File: src/hdl/tiffp_pkg.sv
// Package for the TIFF header and first-IFD parser.
// Holds the stream item types, result codes, tag numbers and value maps.
// No dependencies.
package tiffp_pkg;

    localparam int OFFSET_BITS_DEF = 32;
    localparam int POS_BITS        = 32;

    // Result status codes
    localparam logic [1:0] ST_OK        = 2'd0;
    localparam logic [1:0] ST_BAD_SIG   = 2'd1;
    localparam logic [1:0] ST_TRUNCATED = 2'd2;
    localparam logic [1:0] ST_BEHIND    = 2'd3;

    // Byte order marks
    localparam logic [7:0] BOM_INTEL    = 8'h49;
    localparam logic [7:0] BOM_MOTOROLA = 8'h4D;

    // Tags of interest
    localparam logic [15:0] TAG_WIDTH       = 16'd256;
    localparam logic [15:0] TAG_HEIGHT      = 16'd257;
    localparam logic [15:0] TAG_BPS         = 16'd258;
    localparam logic [15:0] TAG_COMPRESSION = 16'd259;
    localparam logic [15:0] TAG_PHOTOMETRIC = 16'd262;
    localparam logic [15:0] TAG_SPP         = 16'd277;

    localparam logic [15:0] TYPE_SHORT    = 16'd3;
    localparam logic [31:0] COMP_PACKBITS = 32'd32773;

    localparam logic [2:0] COMP_INVALID  = 3'd7;
    localparam logic [3:0] COLOR_CMYK_IN = 4'd7;
    localparam logic [3:0] COLOR_INVALID = 4'd8;

    typedef struct packed {
        logic [7:0] data_byte;
        logic       last_byte;
    } t_in_item;

    typedef struct packed {
        logic [1:0]  status;
        logic        big_endian;
        logic [31:0] image_width;
        logic [31:0] image_height;
        logic [15:0] bits_per_sample;
        logic [2:0]  compression_code;
        logic [3:0]  color_code;
        logic [15:0] samples_per_pixel;
        logic [15:0] entry_count;
        logic [31:0] next_ifd_offset;
    } t_out_item;

    // Result of one parser step, handed from the core to the output stage
    typedef struct packed {
        logic      valid;
        t_out_item item;
    } t_core_res;

    // Map the compression tag value to its code
    function automatic logic [2:0] map_compression(input logic [31:0] v);
        logic [2:0] code;
        code = COMP_INVALID;
        if (v >= 32'd1 && v <= 32'd6) begin
            code = 3'(v - 32'd1);
        end else if (v == COMP_PACKBITS) begin
            code = 3'd6;
        end
        return code;
    endfunction

    // Map the photometric tag value to its code
    function automatic logic [3:0] map_color(input logic [31:0] v);
        logic [3:0] code;
        code = COLOR_INVALID;
        if (v <= 32'd6) begin
            code = 4'(v);
        end else if (v == 32'd8) begin
            code = COLOR_CMYK_IN;
        end
        return code;
    endfunction

endpackage

File: src/hdl/tiffp_stream_if.sv
// Valid/ready stream interface for the TIFF parser channels.
// The payload type is given by the instantiating level.
interface tiffp_stream_if #(
    parameter type t_payload = logic
);
    logic     valid;
    logic     ready;
    t_payload payload;

    modport source (output valid, output payload, input ready);
    modport sink   (input valid, input payload, output ready);
endinterface

File: src/hdl/tiffp_parse_core.sv
// Byte-serial TIFF header / IFD parser state and next-state logic.
// Depends on tiffp_pkg. State advances on each input transfer.
module tiffp_parse_core
    import tiffp_pkg::*;
#(
    parameter int OFFSET_BITS = OFFSET_BITS_DEF
) (
    input  logic      i_clk,
    input  logic      i_rst_n,
    input  logic      i_advance,
    input  t_in_item  i_item,
    output t_core_res o_res
);

    typedef enum logic [7:0] {
        PH_SIG     = 8'b0000_0001,
        PH_VERSION = 8'b0000_0010,
        PH_OFFSET  = 8'b0000_0100,
        PH_SKIP    = 8'b0000_1000,
        PH_COUNT   = 8'b0001_0000,
        PH_ENTRY   = 8'b0010_0000,
        PH_NEXT    = 8'b0100_0000,
        PH_DONE    = 8'b1000_0000
    } t_phase;

    t_phase                 r_phase, n_phase;
    logic [POS_BITS-1:0]    r_pos, n_pos;
    logic                   r_big, n_big;
    logic [31:0]            r_fb, n_fb;
    logic [3:0]             r_idx, n_idx;
    logic [OFFSET_BITS-1:0] r_tgt, n_tgt;
    logic [15:0]            r_left, n_left;
    logic [15:0]            r_tag, n_tag;
    logic [15:0]            r_typ, n_typ;
    logic [31:0]            r_cnt, n_cnt;
    logic [31:0]            r_width, n_width;
    logic [31:0]            r_height, n_height;
    logic [15:0]            r_bps, n_bps;
    logic [15:0]            r_spp, n_spp;
    logic [2:0]             r_comp, n_comp;
    logic [3:0]             r_color, n_color;
    logic [15:0]            r_ecount, n_ecount;

    // Merge one byte into the field word in the file's byte order
    function automatic logic [31:0] put_byte(input logic [31:0] fb, input logic [7:0] b,
                                             input logic [1:0] k, input logic big);
        logic [31:0] res;
        if (big) begin
            res = {fb[23:0], b};
        end else begin
            res = fb | ({24'd0, b} << {k, 3'b000});
        end
        return res;
    endfunction

    t_phase      ph;
    logic [3:0]  k;
    logic [31:0] fb;
    logic [31:0] pb;
    logic [1:0]  lk;
    logic [31:0] val;
    logic [15:0] left_dec;
    logic        emit;
    logic [1:0]  emit_status;
    logic [31:0] emit_next;
    logic [OFFSET_BITS-1:0] tgt_new;

    always_comb begin
        n_phase  = r_phase;
        n_pos    = (r_pos == '1) ? r_pos : r_pos + 1'b1;
        n_big    = r_big;
        n_fb     = r_fb;
        n_idx    = r_idx;
        n_tgt    = r_tgt;
        n_left   = r_left;
        n_tag    = r_tag;
        n_typ    = r_typ;
        n_cnt    = r_cnt;
        n_width  = r_width;
        n_height = r_height;
        n_bps    = r_bps;
        n_spp    = r_spp;
        n_comp   = r_comp;
        n_color  = r_color;
        n_ecount = r_ecount;
        emit        = 1'b0;
        emit_status = ST_OK;
        emit_next   = 32'd0;
        ph  = r_phase;
        k   = r_idx;
        fb  = r_fb;
        lk  = r_idx[1:0];
        val = 32'd0;
        left_dec = 16'(r_left - 16'd1);
        tgt_new  = '0;

        // Leave the skip run when the cursor reaches the IFD offset
        if (r_phase == PH_SKIP && r_pos == POS_BITS'(r_tgt)) begin
            ph    = PH_COUNT;
            fb    = 32'd0;
            k     = 4'd0;
            n_phase = PH_COUNT;
            n_fb    = 32'd0;
            n_idx   = 4'd0;
        end

        // Entry bytes restart their local index at each sub-field
        if (ph == PH_ENTRY && (k == 4'd2 || k == 4'd3)) begin
            lk = {1'b0, k[0]};
        end else begin
            lk = k[1:0];
        end
        pb = put_byte(fb, i_item.data_byte, lk, r_big);

        unique case (ph)
            PH_SIG: begin
                if (k == 4'd0) begin
                    n_fb  = {24'd0, i_item.data_byte};
                    n_idx = 4'd1;
                end else if (fb == {24'd0, BOM_MOTOROLA} && i_item.data_byte == BOM_MOTOROLA) begin
                    n_big   = 1'b1;
                    n_phase = PH_VERSION;
                    n_fb    = 32'd0;
                    n_idx   = 4'd0;
                end else if (fb == {24'd0, BOM_INTEL} && i_item.data_byte == BOM_INTEL) begin
                    n_big   = 1'b0;
                    n_phase = PH_VERSION;
                    n_fb    = 32'd0;
                    n_idx   = 4'd0;
                end else begin
                    n_big       = 1'b0;
                    emit        = 1'b1;
                    emit_status = ST_BAD_SIG;
                end
            end
            PH_VERSION: begin
                if (k == 4'd0) begin
                    n_idx = 4'd1;
                end else begin
                    n_phase = PH_OFFSET;
                    n_fb    = 32'd0;
                    n_idx   = 4'd0;
                end
            end
            PH_OFFSET: begin
                if (k < 4'd3) begin
                    n_fb  = pb;
                    n_idx = k + 4'd1;
                end else begin
                    tgt_new = pb[OFFSET_BITS-1:0];
                    n_tgt   = tgt_new;
                    n_fb    = 32'd0;
                    n_idx   = 4'd0;
                    if (tgt_new < OFFSET_BITS'(8)) begin
                        emit        = 1'b1;
                        emit_status = ST_BEHIND;
                    end else begin
                        n_phase = PH_SKIP;
                    end
                end
            end
            PH_COUNT: begin
                if (k == 4'd0) begin
                    n_fb  = pb;
                    n_idx = 4'd1;
                end else begin
                    n_left   = pb[15:0];
                    n_ecount = pb[15:0];
                    n_fb     = 32'd0;
                    n_idx    = 4'd0;
                    n_phase  = (pb[15:0] == 16'd0) ? PH_NEXT : PH_ENTRY;
                end
            end
            PH_ENTRY: begin
                n_idx = k + 4'd1;
                if (k == 4'd1) begin
                    n_tag = pb[15:0];
                    n_fb  = 32'd0;
                end else if (k == 4'd3) begin
                    n_typ = pb[15:0];
                    n_fb  = 32'd0;
                end else if (k == 4'd7) begin
                    n_cnt = pb;
                    n_fb  = 32'd0;
                end else if (k >= 4'd11) begin
                    // Pick the value from the first two bytes for SHORT
                    if (r_typ == TYPE_SHORT) begin
                        val = r_big ? {16'd0, pb[31:16]} : {16'd0, pb[15:0]};
                    end else begin
                        val = pb;
                    end
                    if (r_tag == TAG_WIDTH) begin
                        n_width = val;
                    end
                    if (r_tag == TAG_HEIGHT) begin
                        n_height = val;
                    end
                    if (r_tag == TAG_BPS) begin
                        n_bps = (r_cnt == 32'd1) ? val[15:0] : 16'd0;
                    end
                    if (r_tag == TAG_COMPRESSION) begin
                        n_comp = map_compression(val);
                    end
                    if (r_tag == TAG_PHOTOMETRIC) begin
                        n_color = map_color(val);
                    end
                    if (r_tag == TAG_SPP) begin
                        n_spp = val[15:0];
                    end
                    n_fb   = 32'd0;
                    n_idx  = 4'd0;
                    n_left = left_dec;
                    if (left_dec == 16'd0) begin
                        n_phase = PH_NEXT;
                    end
                end else begin
                    n_fb = pb;
                end
            end
            PH_NEXT: begin
                if (k < 4'd3) begin
                    n_fb  = pb;
                    n_idx = k + 4'd1;
                end else begin
                    emit        = 1'b1;
                    emit_status = ST_OK;
                    emit_next   = pb;
                end
            end
            PH_SKIP, PH_DONE: begin
            end
            default: begin
            end
        endcase

        if (emit) begin
            n_phase = PH_DONE;
        end

        // Flag a short file on its last byte
        if (i_item.last_byte && !emit && n_phase != PH_DONE) begin
            emit        = 1'b1;
            emit_status = ST_TRUNCATED;
        end

        // Build the result; error results carry only status and byte order
        o_res.valid                  = emit;
        o_res.item.status            = emit_status;
        o_res.item.big_endian        = n_big;
        o_res.item.image_width       = (emit_status == ST_OK) ? r_width  : 32'd0;
        o_res.item.image_height      = (emit_status == ST_OK) ? r_height : 32'd0;
        o_res.item.bits_per_sample   = (emit_status == ST_OK) ? r_bps    : 16'd0;
        o_res.item.compression_code  = (emit_status == ST_OK) ? r_comp   : 3'd0;
        o_res.item.color_code        = (emit_status == ST_OK) ? r_color  : 4'd0;
        o_res.item.samples_per_pixel = (emit_status == ST_OK) ? r_spp    : 16'd0;
        o_res.item.entry_count       = (emit_status == ST_OK) ? r_ecount : 16'd0;
        o_res.item.next_ifd_offset   = emit_next;
    end

    // Advance on each transfer; the last byte re-arms the parser
    always_ff @(posedge i_clk) begin
        if (!i_rst_n || (i_advance && i_item.last_byte)) begin
            r_phase  <= PH_SIG;
            r_pos    <= '0;
            r_big    <= 1'b0;
            r_fb     <= 32'd0;
            r_idx    <= 4'd0;
            r_tgt    <= '0;
            r_left   <= 16'd0;
            r_tag    <= 16'd0;
            r_typ    <= 16'd0;
            r_cnt    <= 32'd0;
            r_width  <= 32'd0;
            r_height <= 32'd0;
            r_bps    <= 16'd0;
            r_spp    <= 16'd0;
            r_comp   <= 3'd0;
            r_color  <= 4'd0;
            r_ecount <= 16'd0;
        end else if (i_advance) begin
            r_phase  <= n_phase;
            r_pos    <= n_pos;
            r_big    <= n_big;
            r_fb     <= n_fb;
            r_idx    <= n_idx;
            r_tgt    <= n_tgt;
            r_left   <= n_left;
            r_tag    <= n_tag;
            r_typ    <= n_typ;
            r_cnt    <= n_cnt;
            r_width  <= n_width;
            r_height <= n_height;
            r_bps    <= n_bps;
            r_spp    <= n_spp;
            r_comp   <= n_comp;
            r_color  <= n_color;
            r_ecount <= n_ecount;
        end
    end

endmodule

File: src/hdl/tiff_ifd_header_parser.sv
// TIFF header and first-IFD parser, one file byte per transfer.
// Throughput: one byte per cycle unless stalled; the parser core is combinational.
// The core's result for a byte is loaded into the output register on its transfer.
// The output register stalls input only while a result is held and not taken.
// Reset (synchronous, active low) re-arms the parser and empties the output register.
module tiff_ifd_header_parser
    import tiffp_pkg::*;
#(
    parameter int OFFSET_BITS = OFFSET_BITS_DEF
) (
    input  logic                  i_clk,
    input  logic                  i_rst_n,
    tiffp_stream_if.sink          i_in,
    tiffp_stream_if.source        o_out
);

    t_core_res core_res;
    logic      in_xfer;
    logic      r_out_valid, n_out_valid;
    t_out_item r_out;

    // Accept a byte whenever the output register can take its result
    assign i_in.ready = !r_out_valid || o_out.ready;
    assign in_xfer    = i_in.valid && i_in.ready;

    tiffp_parse_core #(
        .OFFSET_BITS (OFFSET_BITS)
    ) u_core (
        .i_clk     (i_clk),
        .i_rst_n   (i_rst_n),
        .i_advance (in_xfer),
        .i_item    (i_in.payload),
        .o_res     (core_res)
    );

    // Hold the result until taken, load a new one on each transfer that yields one
    always_comb begin
        if (in_xfer) begin
            n_out_valid = core_res.valid;
        end else begin
            n_out_valid = r_out_valid && !o_out.ready;
        end
    end

    always_ff @(posedge i_clk) begin
        if (!i_rst_n) begin
            r_out_valid <= 1'b0;
        end else begin
            r_out_valid <= n_out_valid;
        end
    end

    always_ff @(posedge i_clk) begin
        if (in_xfer && core_res.valid) begin
            r_out <= core_res.item;
        end
    end

    assign o_out.valid   = r_out_valid;
    assign o_out.payload = r_out;

endmodule

File: src/flat_wrapper.sv
// flat-port wrapper written by rule: the top's interface ports become plain ports
module tiff_ifd_header_parser_flat import tiffp_pkg::*;
#(
    parameter int OFFSET_BITS = OFFSET_BITS_DEF
)
  (i_clk, i_rst_n, i_in_valid, i_in_payload, i_in_ready, o_out_valid, o_out_payload, o_out_ready);
  tiffp_stream_if #(.t_payload(t_in_item)) i_in_i ();
  tiffp_stream_if #(.t_payload(t_out_item)) o_out_i ();
  input  logic i_clk;
  input  logic i_rst_n;
  input wire logic [$bits(i_in_i.valid)-1:0] i_in_valid;
  input wire logic [$bits(i_in_i.payload)-1:0] i_in_payload;
  output wire logic [$bits(i_in_i.ready)-1:0] i_in_ready;
  output wire logic [$bits(o_out_i.valid)-1:0] o_out_valid;
  output wire logic [$bits(o_out_i.payload)-1:0] o_out_payload;
  input wire logic [$bits(o_out_i.ready)-1:0] o_out_ready;
  assign i_in_i.valid = i_in_valid;
  assign i_in_i.payload = i_in_payload;
  assign i_in_ready = i_in_i.ready;
  assign o_out_valid = o_out_i.valid;
  assign o_out_payload = o_out_i.payload;
  assign o_out_i.ready = o_out_ready;
  tiff_ifd_header_parser #(.OFFSET_BITS(OFFSET_BITS)) u_core (.i_clk(i_clk), .i_rst_n(i_rst_n), .i_in(i_in_i), .o_out(o_out_i));
endmodule
File: config.mk
export PLATFORM = sky130hd
export DESIGN_NAME = tiff_ifd_header_parser_flat
export DESIGN_NICKNAME = d
export VERILOG_FILES = /design/src/hdl/tiffp_pkg.sv /design/src/hdl/tiffp_stream_if.sv /design/src/hdl/tiffp_parse_core.sv /design/src/hdl/tiff_ifd_header_parser.sv /design/src/flat_wrapper.sv
export SDC_FILE = /design/constraint.sdc
export NUM_CORES = 1
export LEC_CHECK = 0
export ABC_AREA = 1
export BUFFER_PORTS_ARGS = -buffer_cell sky130_fd_sc_hd__buf_2
export CAP_MARGIN = 20
export CORE_UTILIZATION = 60
export DETAILED_ROUTE_END_ITERATION = 16
export GPL_ROUTABILITY_DRIVEN = 1
export GPL_TIMING_DRIVEN = 0
export PLACE_DENSITY = 0.8
export SLEW_MARGIN = 15
export SYNTH_ARGS = -nofsm -noshare
export SYNTH_HDL_FRONTEND = slang
export SYNTH_SLANG_ARGS = --single-unit
File: constraint.sdc
create_clock -name i_clk -period 9.8 [get_ports i_clk]
set_input_delay 1.96 -clock i_clk [delete_from_list [all_inputs] [get_ports i_clk]]
set_output_delay 1.96 -clock i_clk [all_outputs]
set_load 0.005 [all_outputs]
-- After elaboration in Yosys (flattened, before gate mapping)
Index checks and enable logic that the tools add are counted.
- register bits: 463
- input bits: 13
- logic and storage cells: 197
- $add $sub $neg: 4
- magnitude comparators: 5
- equal/unequal tests: 33
- shift operators: 1
- muxes and demuxes: 80
- bitwise gates (word level): 8
- reductions and logical operators: 38
- operators by type and width (cell ; count):
    32-bit 2-to-1 mux ; 19
    32-bit one-hot mux with 6 select lines ; 1
    16-bit 2-to-1 mux ; 7
    8-bit 2-to-1 mux ; 14
    16-bit by 9-bit equality test with 1-bit output (second input constant) ; 6
    32-bit by 7-bit equality test with 1-bit output (second input constant) ; 2
    7-bit AND reduction ; 7
    4-bit 2-to-1 mux ; 12
    8-bit one-hot mux with 5 select lines ; 1
    32-bit by 1-bit adder with 32-bit output (second input constant) ; 1
    32-bit by 1-bit equality test with 1-bit output (second input constant) ; 1
    32-bit by 16-bit equality test with 1-bit output (second input constant) ; 1
    32-bit equality test ; 1
    32-bit equality test (second input constant) ; 1
    32-bit by 4-bit equality test with 1-bit output (second input constant) ; 1
    32-bit by 1-bit >= comparator with 1-bit output (second input constant) ; 1
    32-bit by 3-bit less-or-equal comparator with 1-bit output (second input constant) ; 1
    16-bit logical NOT ; 2
    32-bit by 4-bit less-than comparator with 1-bit output (second input constant) ; 1
    32-bit bitwise OR ; 1
    16-bit one-hot mux with 2 select lines ; 1
    8-bit by 5-bit << shifter with 32-bit output ; 1
    8-bit by 7-bit equality test with 1-bit output (second input constant) ; 3
    4-bit one-hot mux with 5 select lines ; 1
    other kinds (36) ; 82

-- Logic depth before layout (Yosys ltp)
- word-level depth: 20
- mapped depth: 36

-- By module
From an unflattened synthesis, not the netlist that was laid out.
- cells, all modules: 2739
- area, all modules: 22187.5 µm²
- modules (own cells, without submodules) (module ; times used ; cells an instance ; area an instance (µm²) ; seq. area each (µm²)):
    tiffp_parse_core ; 1 ; 2574 ; 17491.8 ; 6165.9
    tiff_ifd_header_parser ; 1 ; 165 ; 4695.8 ; 4644.5

-- Worst setup path before layout
Ideal clock, no wire load.
- path kind: in2reg
- from: input i_in_payload[7]
- to: register u_core.r_out, in the netlist u_core.o_out.payload[0] (enable)
- arrival time: 6587 ps
- setup slack: 2706 ps
- stages: 16
- path buffers: 0
- path through: inv_1 nor4_1 nand3_1 o21ai_0 nand2_1 nand2_1 inv_2 nand2_4 nand3_2 a21oi_1 nor2_1 nand3_1 nand2_2 nand2_1 nand2_1 inv_1
- word-level cells in the longest chain between the ends: 12
- elaborated cells on any way between the ends: 30
- classes of those cells: order compare (1); eq/ne (3); shift (1); mux (17); bitwise (1); reduce/logical (7)
- RTL lines (what ; line ; source):
    start, declared ; flat_wrapper.sv:12 ; input wire logic [$bits(i_in_i.payload)-1:0] i_in_payload;
    8-bit by 5-bit << shifter with 32-bit output ; tiffp_parse_core.sv:51 ; res = fb | ({24'd0, b} << {k, 3'b000});
    32-bit bitwise OR ; tiffp_parse_core.sv:51 ;
    32-bit 2-to-1 mux ; tiffp_parse_core.sv:48 ; if (big) begin
    32-bit by 4-bit less-than comparator with 1-bit output or 16-bit logical NOT (tied branches) ; tiffp_parse_core.sv:154, tiffp_parse_core.sv:171 ;
    8-bit 2-to-1 mux (tied with other cells) ; tiffp_parse_core.sv:154 ; if (tgt_new < OFFSET_BITS'(8)) begin
    8-bit 2-to-1 mux (tied with other cells) ; tiffp_parse_core.sv:146 ; if (k < 4'd3) begin
    8-bit one-hot mux with 5 select lines or 1-bit one-hot mux with 3 select lines (tied branches) ; tiffp_parse_core.sv:115 ; unique case (ph)
    8-bit 2-to-1 mux or 1-bit logical NOT (tied branches) ; tiffp_parse_core.sv:236, tiffp_parse_core.sv:241 ;
    8-bit inequality test or 1-bit logical AND (tied branches) ; tiffp_parse_core.sv:241 ; if (i_item.last_byte && !emit && n_phase != PH_DONE) begin
    1-bit logical AND ; tiffp_parse_core.sv:241 ;
    1-bit 2-to-1 mux (*) ; tiffp_parse_core.sv:241 ;
    1-bit logical AND (*) ; tiff_ifd_header_parser.sv:54 ; if (in_xfer && core_res.valid) begin
    end signal, assigned ; tiff_ifd_header_parser.sv:55 ; r_out <= core_res.item;
    end, declared ; tiff_ifd_header_parser.sv:20 ; t_out_item r_out;
Mark *: on every way between the ends. The rest lies on a longest branch, timed or not.
A chain may end at the register's enable or synchronous reset.

-- Worst setup path after layout
- from: register u_core.u_core.r_phase[2]
- to: register u_core.r_out, in the netlist u_core.o_out.payload[17] (enable)
- word-level cells in the longest chain between the ends: 19
- elaborated cells on any way between the ends: 58
- classes of those cells: order compare (3); eq/ne (14); shift (1); mux (28); bitwise (1); reduce/logical (11)
- RTL lines (what ; line ; source):
    start, declared ; tiffp_parse_core.sv:26 ; t_phase r_phase, n_phase;
    start signal, assigned ; tiffp_parse_core.sv:281 ; r_phase <= n_phase;
    8-bit by 4-bit equality test with 1-bit output ; tiffp_parse_core.sv:98 ; if (r_phase == PH_SKIP && r_pos == POS_BITS'(r_tgt)) begin
    1-bit logical AND ; tiffp_parse_core.sv:98 ;
    4-bit 2-to-1 mux ; tiffp_parse_core.sv:98 ;
    4-bit by 2-bit equality test with 1-bit output, on equally long branches ; tiffp_parse_core.sv:108, tiffp_parse_core.sv:179 ;
    1-bit logical OR ; tiffp_parse_core.sv:108 ; if (ph == PH_ENTRY && (k == 4'd2 || k == 4'd3)) begin
    1-bit logical AND ; tiffp_parse_core.sv:108 ;
    2-bit 2-to-1 mux ; tiffp_parse_core.sv:108 ;
    8-bit by 5-bit << shifter with 32-bit output ; tiffp_parse_core.sv:51 ;
    [... 3 more ...] ; -- ;
    8-bit 2-to-1 mux (tied with other cells) ; tiffp_parse_core.sv:154 ;
    8-bit 2-to-1 mux (tied with other cells) ; tiffp_parse_core.sv:146 ;
    8-bit one-hot mux with 5 select lines or 1-bit one-hot mux with 3 select lines (tied branches) ; tiffp_parse_core.sv:115 ;
    8-bit 2-to-1 mux or 1-bit logical NOT (tied branches) ; tiffp_parse_core.sv:236, tiffp_parse_core.sv:241 ;
    8-bit inequality test or 1-bit logical AND (tied branches) ; tiffp_parse_core.sv:241 ;
    1-bit logical AND ; tiffp_parse_core.sv:241 ;
    1-bit 2-to-1 mux (*) ; tiffp_parse_core.sv:241 ;
    1-bit logical AND (*) ; tiff_ifd_header_parser.sv:54 ;
Marked as above.

==> qor.csv <==
metric;value;unit
status;completed;
I/O pin count;169;
Synth cell types;59;
RSZ-0062 raised after global routing;false;
static leakage;9.98;nW
DRC violations left;0;
dominant synthesized flop cell;dfxtp_1;
Critical Path RT;10.03;ns
critical path's largest stage delay;0.69;ns
TritonCTS Buffers;46;
post-place instance area;23700;um^2
share of cells above drive strength 1;15.1;%
Hold WS;0.473;ns
Synth area leaders;dfxtp_1, edfxtp_1, o21ai_0;
fin crit period;6.43;ns
initial core utilization;60.7;%
fin crit share;65.6;%
die area;37700;um^2
Max Cap Viol;0;
Synth Area per Inst;8.21;um^2
Pwr Density;194;nW/um^2
Cells after Synth;2701;
final wirelength;78.4;mm
endpoints failing setup;0;
Clock Tree Root;clkbuf_16;
worst vdd ir;0.167;mV
hold path cells;2;
synthesis warning total;0;
clock slew at reported path FFs;0.07;ns
fill cell instance count of the final layout;2862;
R2R cell count;34;
hold endpoint;u_core.u_core.r_fb[20]$_SDFFE_PP0P_;
crit path kind;reg2reg;
Crit Reg-Reg Endpoint;u_core.o_out.payload[17]$_SDFFCE_PP0P_;
antenna viol nets, final;0;
vias in the first global route;19800;
Post-synth EDFFs;154;
async set-reset flop share out of synthesis;0;%
Reg area;10800;um^2
DRT Pass-1 Iters;6;
Yosys top cell by area;dfxtp_1;
Die Y;194;um
routed via count;20800;
Max Transition Viols Final;0;
post-route cell area;25300;um^2
Yosys top cell area share;27.9;%
Final HPWL DP;56.5;mm
nets;2944;
Worst path most repeated cell;nand2_1;
first-pass GRT wire length;118;mm
pre-CTS WS;3.63;ns
htree depth;2;
initial antenna violation count;1;
FF-to-FF setup slack;3.37;ns
Die X;194;um
top post-synthesis cells by count;inv_1, nand2_1, dfxtp_1;
Final Hold Fails;0;
critical path capture point type;flop;
Peak Freq;156;MHz
hold crit path type;reg2reg;
Overall Global Routing Usage;41.4;%
Rel. slew slack;23.0;%
CTS tree;done;
Core ar.;36500;um^2
grt total ovfl;0;
gp weighted congestion;1.04;
critical path fanouts, max;125;
initial DRC count;2446;
largest net degree at the start of global routing;126;
post_cts resized;0;
Core Rows;70;
clock tree buffer depth;3;
hold wc startpoint;u_core.u_core.r_fb[20]$_SDFFE_PP0P_;
Post-CTS Setup Bufs;0;
#FFs+latches synth;463;
cell with the most instances after synthesis;inv_1;
Hold Buf Count CTS;0;
port bufs;168;
r2r startpoint;u_core.u_core.r_phase[2]$_SDFFE_PP0P_;
Area Overhead vs Synth;14.1;%
Clock Skews;0.0199;ns
crit path DAT;6.66;ns
fin worst setup slack;3.37;ns
WL/cell;22.9;um
Clock Latency Late Sink;0.61;ns
slowest CP cell;nand2_1;
vias per cell;6.07;
CP Launch Type;flop;
sequential cell area fraction in the yosys report;48.8;%
synthesized area;22200;um^2
Worst-Margin Slew;1.15;ns
total area of multi-input combinational cells;9190;um^2
Mapped Nets;2726;
Final Util;69.3;%
CTS sink cnt;463;
TNS Setup;0;ns
[per-stage QoR]
stage,instances,power [mW]
6_report,3425,4.92
5_1_grt,3424,5.02
4_1_cts,3424,4.88
3_5_place_dp,3339,2.98
3_3_place_gp,3337,2.98
2_1_floorplan,2701,2.66
[cells by family after synthesis]
logic type	share of synthesized area (%)
flip-flops	48.8
XOR/XNOR	0.988
AND/OR/NAND/NOR	22.8
adder cells (fa/ha/maj)	0.677
buffers and inverters	9.88
AO/OA/AOI/OAI	16.9
[worst max-delay path, delay by kind of cell, from the launching register on]
| family | cells | cell delay (ns) |
|---|---|---|
| DFF | 1 | 0.34 |
| adders and majority gates | 1 | 0.29 |
| AOI/OAI and AO/OA | 2 | 0.24 |
| and+or+nand+nor | 25 | 3.75 |
| buffers and inverters | 6 | 1.14 |
[registers in the layout, summed over array words and instances, names as in the netlist, 32 cells and up]
signal,count
u_core.o_out.payload,154
u_core.u_core.r_cnt,32
u_core.u_core.r_fb,32
u_core.u_core.r_height,32
u_core.u_core.r_pos,32
u_core.u_core.r_tgt,32
u_core.u_core.r_width,32
[area by class of cell]
type	count	share of cell area [%]
multi-input cells	1716	36.3
plain buffers	131	2.85
well taps	468	2.31
clock buffers	56	4.86
flip-flops and latches	463	42.7
diodes	1	0.00989
repair buffers	170	3.46
inverters	391	5.83
clock inverters	29	1.62
[how the worst max path moves through the flow]
stage                                           from                                endpoint  slack [ns]  depth (start not counted)
3_5_place_dp   u_core.u_core.r_phase[2]$_SDFFE_PP0P_  u_core.o_out.payload[12]$_SDFFCE_PP0P_        3.63                         34
6_report       u_core.u_core.r_phase[2]$_SDFFE_PP0P_  u_core.o_out.payload[17]$_SDFFCE_PP0P_        3.37                         34
4_1_cts        u_core.u_core.r_phase[2]$_SDFFE_PP0P_  u_core.o_out.payload[60]$_SDFFCE_PP0P_        3.61                         34
2_1_floorplan                        i_in_payload[7]   u_core.o_out.payload[0]$_SDFFCE_PP0P_        2.71                         16
5_1_grt        u_core.u_core.r_phase[2]$_SDFFE_PP0P_  u_core.o_out.payload[17]$_SDFFCE_PP0P_        2.99                         34
3_3_place_gp   u_core.u_core.r_phase[7]$_SDFFE_PP0P_  u_core.o_out.payload[12]$_SDFFCE_PP0P_        0.27                         30
[layer usage]
layer / track usage [%] / wire length (um)
met1: 51.3 / 29700
met2: 67.0 / 36200
met3: 7.20 / 7420
met4: 26.4 / 5150
met5: 0 / 0
[where the power goes]
| part | switching [mW] | internal (mW) | total [mW] |
|---|---|---|---|
| sequential | 0.0300 | 2.07 | 2.10 |
| combinational | 0.658 | 0.217 | 0.876 |
| clock | 0.800 | 1.14 | 1.94 |
[layout by cell type (no fill, tap or decap), drive strengths merged, types with 3 or more instances in the layout]
master / count
xor2: 6
a211oi: 16
clkbuf: 154
a221oi: 4
bufinv: 9
nor4: 29
xnor2: 19
or2: 9
clkinvlp: 4
ha: 12
o21ai: 296
nand4: 42
nand2: 393
dfxtp: 309
o221a: 5
nor2: 362
o211ai: 19
clkinv: 16
a22oi: 11
a31oi: 22
inv: 391
nor3: 50
edfxtp: 154
o221ai: 3
o22ai: 22
a21oi: 286
o21a: 4
nand3: 87
buf: 203
No activity file was read; power rests on OpenSTA's default activity.
